## src/hw/rtl/qte_pkg.sv

```systemverilog
// Shared types and constants of the quaternion to Euler angle pipeline.
// Used by the front end, the square-root and CORDIC steps and the top level.
package qte_pkg;

  // Width of CORDIC vector components and of the side payload sums
  localparam int VW = 36;
  // Width of the angle accumulator, units of 2^-30 rad
  localparam int ZW = 35;
  // Width of the saturated arcsine argument, Q2.28
  localparam int SW = 30;
  // Width of the square-root radicand and root
  localparam int NW = 58;
  // Square-root steps: bit positions 56 down to 0 by two
  localparam int SQ_STEPS = 29;
  localparam int NUM_LANES = 3;

  localparam logic signed [VW-1:0] ONE_Q28 = VW'(64'sd268435456);
  localparam logic [NW-1:0]        ONE_Q56 = NW'(1) << 56;
  localparam logic signed [ZW-1:0] ANG_PI = ZW'(64'sd3373259426);
  localparam logic signed [ZW-1:0] ROUND_HALF = ZW'(64'sd65536);
  localparam int RSHIFT = 17;
  localparam logic signed [ZW-RSHIFT-1:0] ANG_MAX = (ZW-RSHIFT)'(25736);
  localparam logic signed [ZW-RSHIFT-1:0] PITCH_MAX = (ZW-RSHIFT)'(12868);

  // Lane indexes
  localparam int LANE_HEADING = 0;
  localparam int LANE_PITCH = 1;
  localparam int LANE_BANK = 2;

  // Rounded atan(2^-i) * 2^30
  localparam logic signed [ZW-1:0] ATAN_TAB [24] = '{
    ZW'(64'sd843314857), ZW'(64'sd497837829), ZW'(64'sd263043837),
    ZW'(64'sd133525159), ZW'(64'sd67021687),  ZW'(64'sd33543516),
    ZW'(64'sd16775851),  ZW'(64'sd8388437),   ZW'(64'sd4194283),
    ZW'(64'sd2097149),   ZW'(64'sd1048576),   ZW'(64'sd524288),
    ZW'(64'sd262144),    ZW'(64'sd131072),    ZW'(64'sd65536),
    ZW'(64'sd32768),     ZW'(64'sd16384),     ZW'(64'sd8192),
    ZW'(64'sd4096),      ZW'(64'sd2048),      ZW'(64'sd1024),
    ZW'(64'sd512),       ZW'(64'sd256),       ZW'(64'sd128)
  };

  // One CORDIC lane: vector, angle and the both-arguments-zero flag
  typedef struct packed {
    logic signed [VW-1:0] x;
    logic signed [VW-1:0] y;
    logic signed [ZW-1:0] z;
    logic                 zero;
  } vec_t;

  // Operands that travel alongside the square root
  typedef struct packed {
    logic signed [VW-1:0] hn;
    logic signed [VW-1:0] hd;
    logic signed [VW-1:0] bn;
    logic signed [VW-1:0] bd;
    logic signed [SW-1:0] s;
  } side_t;

endpackage

```

## src/hw/rtl/qte_sqrt_step.sv

```systemverilog
// One registered step of the floor integer square root (one result bit).
// Uses qte_pkg for widths.
module qte_sqrt_step #(
  parameter int BIT_POS = 56
) (
  input  logic                   clk_i,
  input  logic                   rst_ni,
  input  logic                   valid_i,
  input  logic [qte_pkg::NW-1:0] n_i,
  input  logic [qte_pkg::NW-1:0] res_i,
  output logic                   valid_o,
  output logic [qte_pkg::NW-1:0] n_o,
  output logic [qte_pkg::NW-1:0] res_o
);
  import qte_pkg::*;

  localparam logic [NW-1:0] BitVal = NW'(1) << BIT_POS;

  logic          valid_q;
  logic [NW-1:0] trial, n_d, res_d, n_q, res_q;

  // Subtract the trial value where it fits
  always_comb begin
    trial = res_i + BitVal;
    if (n_i >= trial) begin
      n_d   = n_i - trial;
      res_d = (res_i >> 1) + BitVal;
    end else begin
      n_d   = n_i;
      res_d = res_i >> 1;
    end
  end

  always_ff @(posedge clk_i or negedge rst_ni) begin
    if (!rst_ni) begin
      valid_q <= 1'b0;
    end else begin
      valid_q <= valid_i;
    end
  end

  always_ff @(posedge clk_i) begin
    n_q   <= n_d;
    res_q <= res_d;
  end

  assign valid_o = valid_q;
  assign n_o     = n_q;
  assign res_o   = res_q;

endmodule

```

## config.mk

```make
export PLATFORM = sky130hd
export DESIGN_NAME = qte_sqrt_step
export DESIGN_NICKNAME = d
export VERILOG_FILES = /design/src/hw/rtl/qte_pkg.sv /design/src/hw/rtl/qte_sqrt_step.sv
export SDC_FILE = /design/constraint.sdc
export NUM_CORES = 1
export LEC_CHECK = 0
export BUFFER_PORTS_ARGS = -buffer_cell sky130_fd_sc_hd__buf_2
export CELL_PAD_IN_SITES_DETAIL_PLACEMENT = 1
export CELL_PAD_IN_SITES_GLOBAL_PLACEMENT = 1
export CORE_MARGIN = 3
export CORE_UTILIZATION = 41
export DETAILED_ROUTE_END_ITERATION = 10
export PLACE_DENSITY = 0.95
export SLEW_MARGIN = 20
export SYNTH_ARGS = -nofsm -noshare
export SYNTH_HDL_FRONTEND = slang
export SYNTH_SLANG_ARGS = --single-unit
export TNS_END_PERCENT = 20
```

## constraint.sdc

```tcl
create_clock -name clk_i -period 0.8 [get_ports clk_i]
set_input_delay 0.16 -clock clk_i [delete_from_list [all_inputs] [get_ports clk_i]]
set_output_delay 0.16 -clock clk_i [all_outputs]
set_load 0.02 [all_outputs]
```

==> run summary, run 1 <==
================================================================================
Outcome ........................................................... did not finish
Last stage reached ................................................      4_1_cts
Error Message ..................................................... [ERROR DPL-0033] detailed placement checks failed during check placement.
CTS root buffer ...................................................    clkbuf_16
Chip width ........................................................       138 um
Number of H-tree branching levels .................................            4
Starting density of the core ......................................        42.4%
Vertical die dimension ............................................       138 um
Placement Cell Area ...............................................  0.0103 mm^2
Part of the Yosys area used for sequential elements ...............        32.9%
Number of enable-type register cells in the synthesized netlist ...            0
Number of standard-cell rows in the floorplan .....................           47
Global placer's final weighted congestion .........................        0.967
# Post-CTS Setup Buffers ..........................................           11
Mean area per synthesized cell ....................................    9.06 um^2
Number of distinct library cells after synthesis ..................           65
Number of placed I/O pins .........................................          236
Yosys warning count ...............................................            0
Most instantiated flip-flop cell in the synthesis netlist .........      dfxtp_1
Share of synthesized flip-flops with an asynchronous set or reset .       0.855%
Post-Syn Instances ................................................          787
Post-Place Setup Slack ............................................     -2.62 ns
Count of cells resized by post-cts repair .........................          393
Number of buffers added to fix hold violations after cts ..........           89
Number of synthesized register bits ...............................          117
CTS Buf Count .....................................................           17
Synth Cell Area ................................................... 0.00713 mm^2
Post-Synthesis Net Count ..........................................          965
Count of input and output buffers .................................          235
CTS Sinks .........................................................          117
Detailed Place HPWL ...............................................     26800 um
Maximum root-to-sink buffer count .................................            2
================================================================================
## stage by stage
stage / TNS, ns / instances
floorplan: -123.02 / 787
detailed placement: -150.49 / 1449
global placement: -135.45 / 1449
## synth_stat cells, types with 14 or more instances
cell / n / share of area, %
a21o_1: 35 / 3.7
nand4_1: 16 / 1.4
nand3_1: 16 / 1.1
o21ai_0: 33 / 2.3
o21a_1: 15 / 1.6
nor2_1: 31 / 1.6
nor3_1: 21 / 1.5
mux2_4: 37 / 7.8
inv_1: 73 / 3.8
a21oi_1: 66 / 4.6
xnor2_1: 30 / 3.7
ha_1: 58 / 10
dfxtp_1: 116 / 33
o211ai_1: 17 / 1.8
nand2_1: 33 / 1.7
clkbuf_1: 30 / 1.6
xor2_1: 14 / 1.7
## logic make-up after synthesis
group / synth area share [%]
mux: 10.1
buf+inv: 6.16
fa+ha+maj: 10.5
xor+xnor: 5.41
simple gates: 12.4
flops: 32.9
compound gates: 22.5
==> run 2: changes to the inputs <==
--- a/config.mk
+++ b/config.mk
@@ -6,12 +6,10 @@
 export NUM_CORES = 1
 export LEC_CHECK = 0
 export BUFFER_PORTS_ARGS = -buffer_cell sky130_fd_sc_hd__buf_2
-export CELL_PAD_IN_SITES_DETAIL_PLACEMENT = 1
-export CELL_PAD_IN_SITES_GLOBAL_PLACEMENT = 1
 export CORE_MARGIN = 3
-export CORE_UTILIZATION = 41
+export CORE_UTILIZATION = 32
 export DETAILED_ROUTE_END_ITERATION = 10
-export PLACE_DENSITY = 0.95
+export PLACE_DENSITY_LB_ADDON = 0.15
 export SLEW_MARGIN = 20
 export SYNTH_ARGS = -nofsm -noshare
 export SYNTH_HDL_FRONTEND = slang
==> run 2 against run 1 <==
  * The flow now finishes, with violations (setup timing)
  * Synthesized cell count unchanged
  * Area after synthesis is the same
==> run summary, run 2 <==
===============================================================================================
Outcome .......................................................................... complete, but fails checks   was did not finish
Violations in the final reports .................................................. setup timing
GRT Resource Usage Total .........................................................        21.3%
Clock power frac .................................................................        31.4%
Power density normalized to cell area ............................................ 1890 mW/mm^2
Worst slack on hold paths ........................................................   0.00939 ns
Worst setup path endpoint ........................................................ n_o[33]$_DFF_P_
Post-Synthesis Net Count .........................................................          965   unchanged
Share of final-layout standard cells stronger than drive strength 1 ..............        51.7%
Sequential share of power ........................................................        29.0%
Synth top area share .............................................................        32.6%   unchanged
Mean area per synthesized cell ...................................................    9.06 um^2   unchanged
Starting density of the core .....................................................        33.3%   was 42.4%
Wire length of the first global-routing pass .....................................     41400 um
Required arrival time at the worst endpoint ......................................      1.10 ns
Critical path's largest stage delay ..............................................      0.33 ns
Final number of max-transition violations ........................................            0
Highest-count cells in the layout ignoring fill and taps ......................... buf_4, buf_2, buf_6
Share of synthesized flip-flops with an asynchronous set or reset ................       0.855%   unchanged
Number of distinct library cells after synthesis .................................           65   unchanged
Final design area excluding fillers ..............................................  0.0130 mm^2
Series of cell instances along the critical path ................................. buf_8 > inv_12 > ha_4 > inv_2 > fa_2 > a21o_1 > a221o_1 > a22oi_2 > a211oi_2 > o21ai_2 > a21oi_4 > a311oi_4 > o21ai_4 > buf_12 > mux2_4
Cell type with the largest total area after synthesis ............................      dfxtp_1   unchanged
Most common cell after layout, fill and taps aside ...............................        buf_4
Count of max-cap constraint violations ...........................................            0
Part of the Yosys area used for sequential elements ..............................        32.9%   unchanged
Yosys warning count ..............................................................            0   unchanged
Drt first pass iters .............................................................            4
Hold Fails Final Rpt .............................................................            0
Internal power ...................................................................     0.0170 W
DR iter-0 viols ..................................................................          370
Synth-to-layout area growth ......................................................        83.1%
Share of the clock period used by the worst path after layout ....................         334%
Remaining global-route overflow ..................................................            0
Clock input transition at the sequential cells of the worst setup and hold paths .      0.06 ns
Gate power share .................................................................        39.6%
Synth Cell Area .................................................................. 0.00713 mm^2   unchanged
Floorplan core area ..............................................................  0.0214 mm^2
Number of placed I/O pins ........................................................          236   unchanged
CP Capture Type ..................................................................         flop
Number of standard-cell rows in the floorplan ....................................           53   was 47
M1 wire length ...................................................................     12200 um
Count of input and output buffers ................................................          235   unchanged
Post-Syn Instances ...............................................................          787   unchanged
Vertical die dimension ...........................................................       155 um   was 138 um
Total Routed Length ..............................................................     25900 um
Path category of the worst min-delay check ....................................... primary input to flop
Most instantiated flip-flop cell in the synthesis netlist ........................      dfxtp_1   unchanged
Number of DRC violations after detailed routing ..................................            0
Static Leakage ...................................................................      6.44 nW
Max-Slew Margin vs Limit .........................................................        65.6%
Switch Pwr .......................................................................    0.00770 W
Maximum number of pins on one net before global-route repair .....................           17
RSZ-0062 raised after global routing .............................................          yes
Critical path launch point .......................................................       n_i[0]
Sum of met3 wire segment lengths after detailed routing ..........................      1250 um
Peak supply drop .................................................................      1.48 mV
CTS Sinks ........................................................................          117   unchanged
Top layer used by detailed routing ...............................................         met4
Antenna violations before repair .................................................            1
Nature of the critical path startpoint ........................................... primary input
Placement Cell Area ..............................................................  0.0104 mm^2   was 0.0103 mm^2
Number of enable-type register cells in the synthesized netlist ..................            0   unchanged
Number of global-route vias before repair ........................................         8065
Metal2 WL ........................................................................     12100 um
Upper clock frequency limit ......................................................    0.374 GHz
Antenna Nets Post-Route ..........................................................            0
Biggest fanout along the worst timing path .......................................           15
Cell count of the worst hold path ................................................            3
Maximum root-to-sink buffer count ................................................            2   unchanged
Number of synthesized register bits ..............................................          117   unchanged
Detailed Place HPWL ..............................................................     19500 um   was 26800 um
CTS Buf Count ....................................................................           17   unchanged
Switching share of power .........................................................        31.2%
Number of H-tree branching levels ................................................            4   unchanged
Final WS setup ...................................................................     -1.87 ns
CTS root buffer ..................................................................    clkbuf_16   unchanged
Global placer's final weighted congestion ........................................        0.881   was 0.967
Category of the critical setup timing path ....................................... primary input to flop
Count of filler cells inserted in the layout .....................................         1839
Final nets .......................................................................         1537
Leading post-synthesis cells by cell area ........................................ dfxtp_1, ha_1, mux2_4   unchanged
Most instantiated library cell after synthesis ...................................      dfxtp_1   unchanged
Cell type of the slowest stage on the worst timing path ..........................         fa_2
Post-route minimum period ........................................................      2.67 ns
Drt via density ..................................................................         4.75
Overall via count from detail_route ..............................................         7821
Ranking of synthesized cells by instance count ................................... dfxtp_1, inv_1, a21oi_1   unchanged
Chip width .......................................................................       155 um   was 138 um
Avg WL per Cell ..................................................................      15.7 um
Final setup violation count ......................................................          177
Die Area .........................................................................  0.0241 mm^2
Transition at the pin with the smallest max-transition slack .....................     0.516 ns
TritonCTS clock tree .............................................................         done
Arrival time reported for the critical path endpoint .............................      2.97 ns
===============================================================================================
run 2: cell type report:
type	instances	area, um^2	area share [%]
Inverter	73	287	2.20
Multi-Input combinational cell	562	4450	34.1
Clock buffer	20	437	3.35
Antenna cell	1	2.50	0.0192
Tap cell	275	344	2.64
Sequential cell	117	2490	19.1
Clock inverter	11	135	1.04
Timing Repair Buffer	588	4900	37.6
run 2: how the worst min path moves through the flow:
stage	startpoint	slack, ns	to
after CTS	n_i[0]	0.0007	n_o[0]$_DFF_P_
after floorplan	rst_ni	-0.14	valid_o$_DFF_PN0_
after global placement	rst_ni	-0.07	valid_o$_DFF_PN0_
final	n_i[0]	0.009	n_o[0]$_DFF_P_
after detailed placement	rst_ni	-0.06	valid_o$_DFF_PN0_
after global routing	n_i[0]	0.01	n_o[0]$_DFF_P_
run 2: metrics by stage:
stage | power (W) | setup TNS (ns) | instances | utilization [%] | setup WS, ns
floorplan | 0.0115 | -123.02 | 787 | - | -2.11
global placement | 0.0151 | -136.18 | 1509 | 48.6 | -2.31
detailed placement | 0.0151 | -139.27 | 1509 | 48.6 | -2.41
CTS | 0.0246 | -138.42 | 1641 | 60.1 | -1.89
global route | 0.0259 | -144.78 | 1647 | 60.9 | -1.98
finish | 0.0247 | -135.20 | 1647 | 60.9 | -1.87
run 2: what timing repair did:
| item | 4_1_cts | 5_1_grt |
|---|---|---|
| pin swaps | 2 | 6 |
| hold endpoints to repair | 97 | 0 |
| cloned | 1 | 1 |
| setup buffers | 3 | 4 |
| endpoints found under the setup margin | 177 | 177 |
| resized for setup | 346 | 32 |
| hold buffers | 97 | 0 |
run 2: logic make-up (layout without fill, tap and decap cells):
| family | count (synthesis) | in the layout | synth area share, % |
|---|---|---|---|
| AO/OA/AOI/OAI | 236 | 236 | 22.5 |
| adder cells (fa/ha/maj) | 59 | 59 | 10.5 |
| AND/OR/NAND/NOR | 171 | 171 | 12.4 |
| other | 0 | 1 | 0 |
| multiplexers | 52 | 52 | 10.1 |
| XOR/XNOR | 44 | 44 | 5.41 |
| buffers and inverters | 108 | 692 | 6.16 |
| flip-flops | 117 | 117 | 32.9 |
run 2: layer usage:
metal	vias to the layer above	global-route usage, %
li1	3985	-
met1	3593	28.8
met2	216	35.2
met3	27	3.89
met4	0	5.42
met5	-	0
run 2: worst max-delay path: cells and delay by family:
kind,cells,cell delay (ns)
buf+inv,4,0.41
compound gates,8,1.64
mux,1,0.30
fa+ha+maj,2,0.45
run 2: power by group through the flow:
stage / clock network [W] / logic [W] / registers [W]
4_1_cts: 0.00790 / 0.00954 / 0.00713
3_3_place_gp: 0 / 0.00813 / 0.00693
2_1_floorplan: 0 / 0.00365 / 0.00789
6_report: 0.00773 / 0.00977 / 0.00715
3_5_place_dp: 0 / 0.00817 / 0.00693
5_1_grt: 0.00819 / 0.0105 / 0.00722
(Power assumes the default switching activity.)
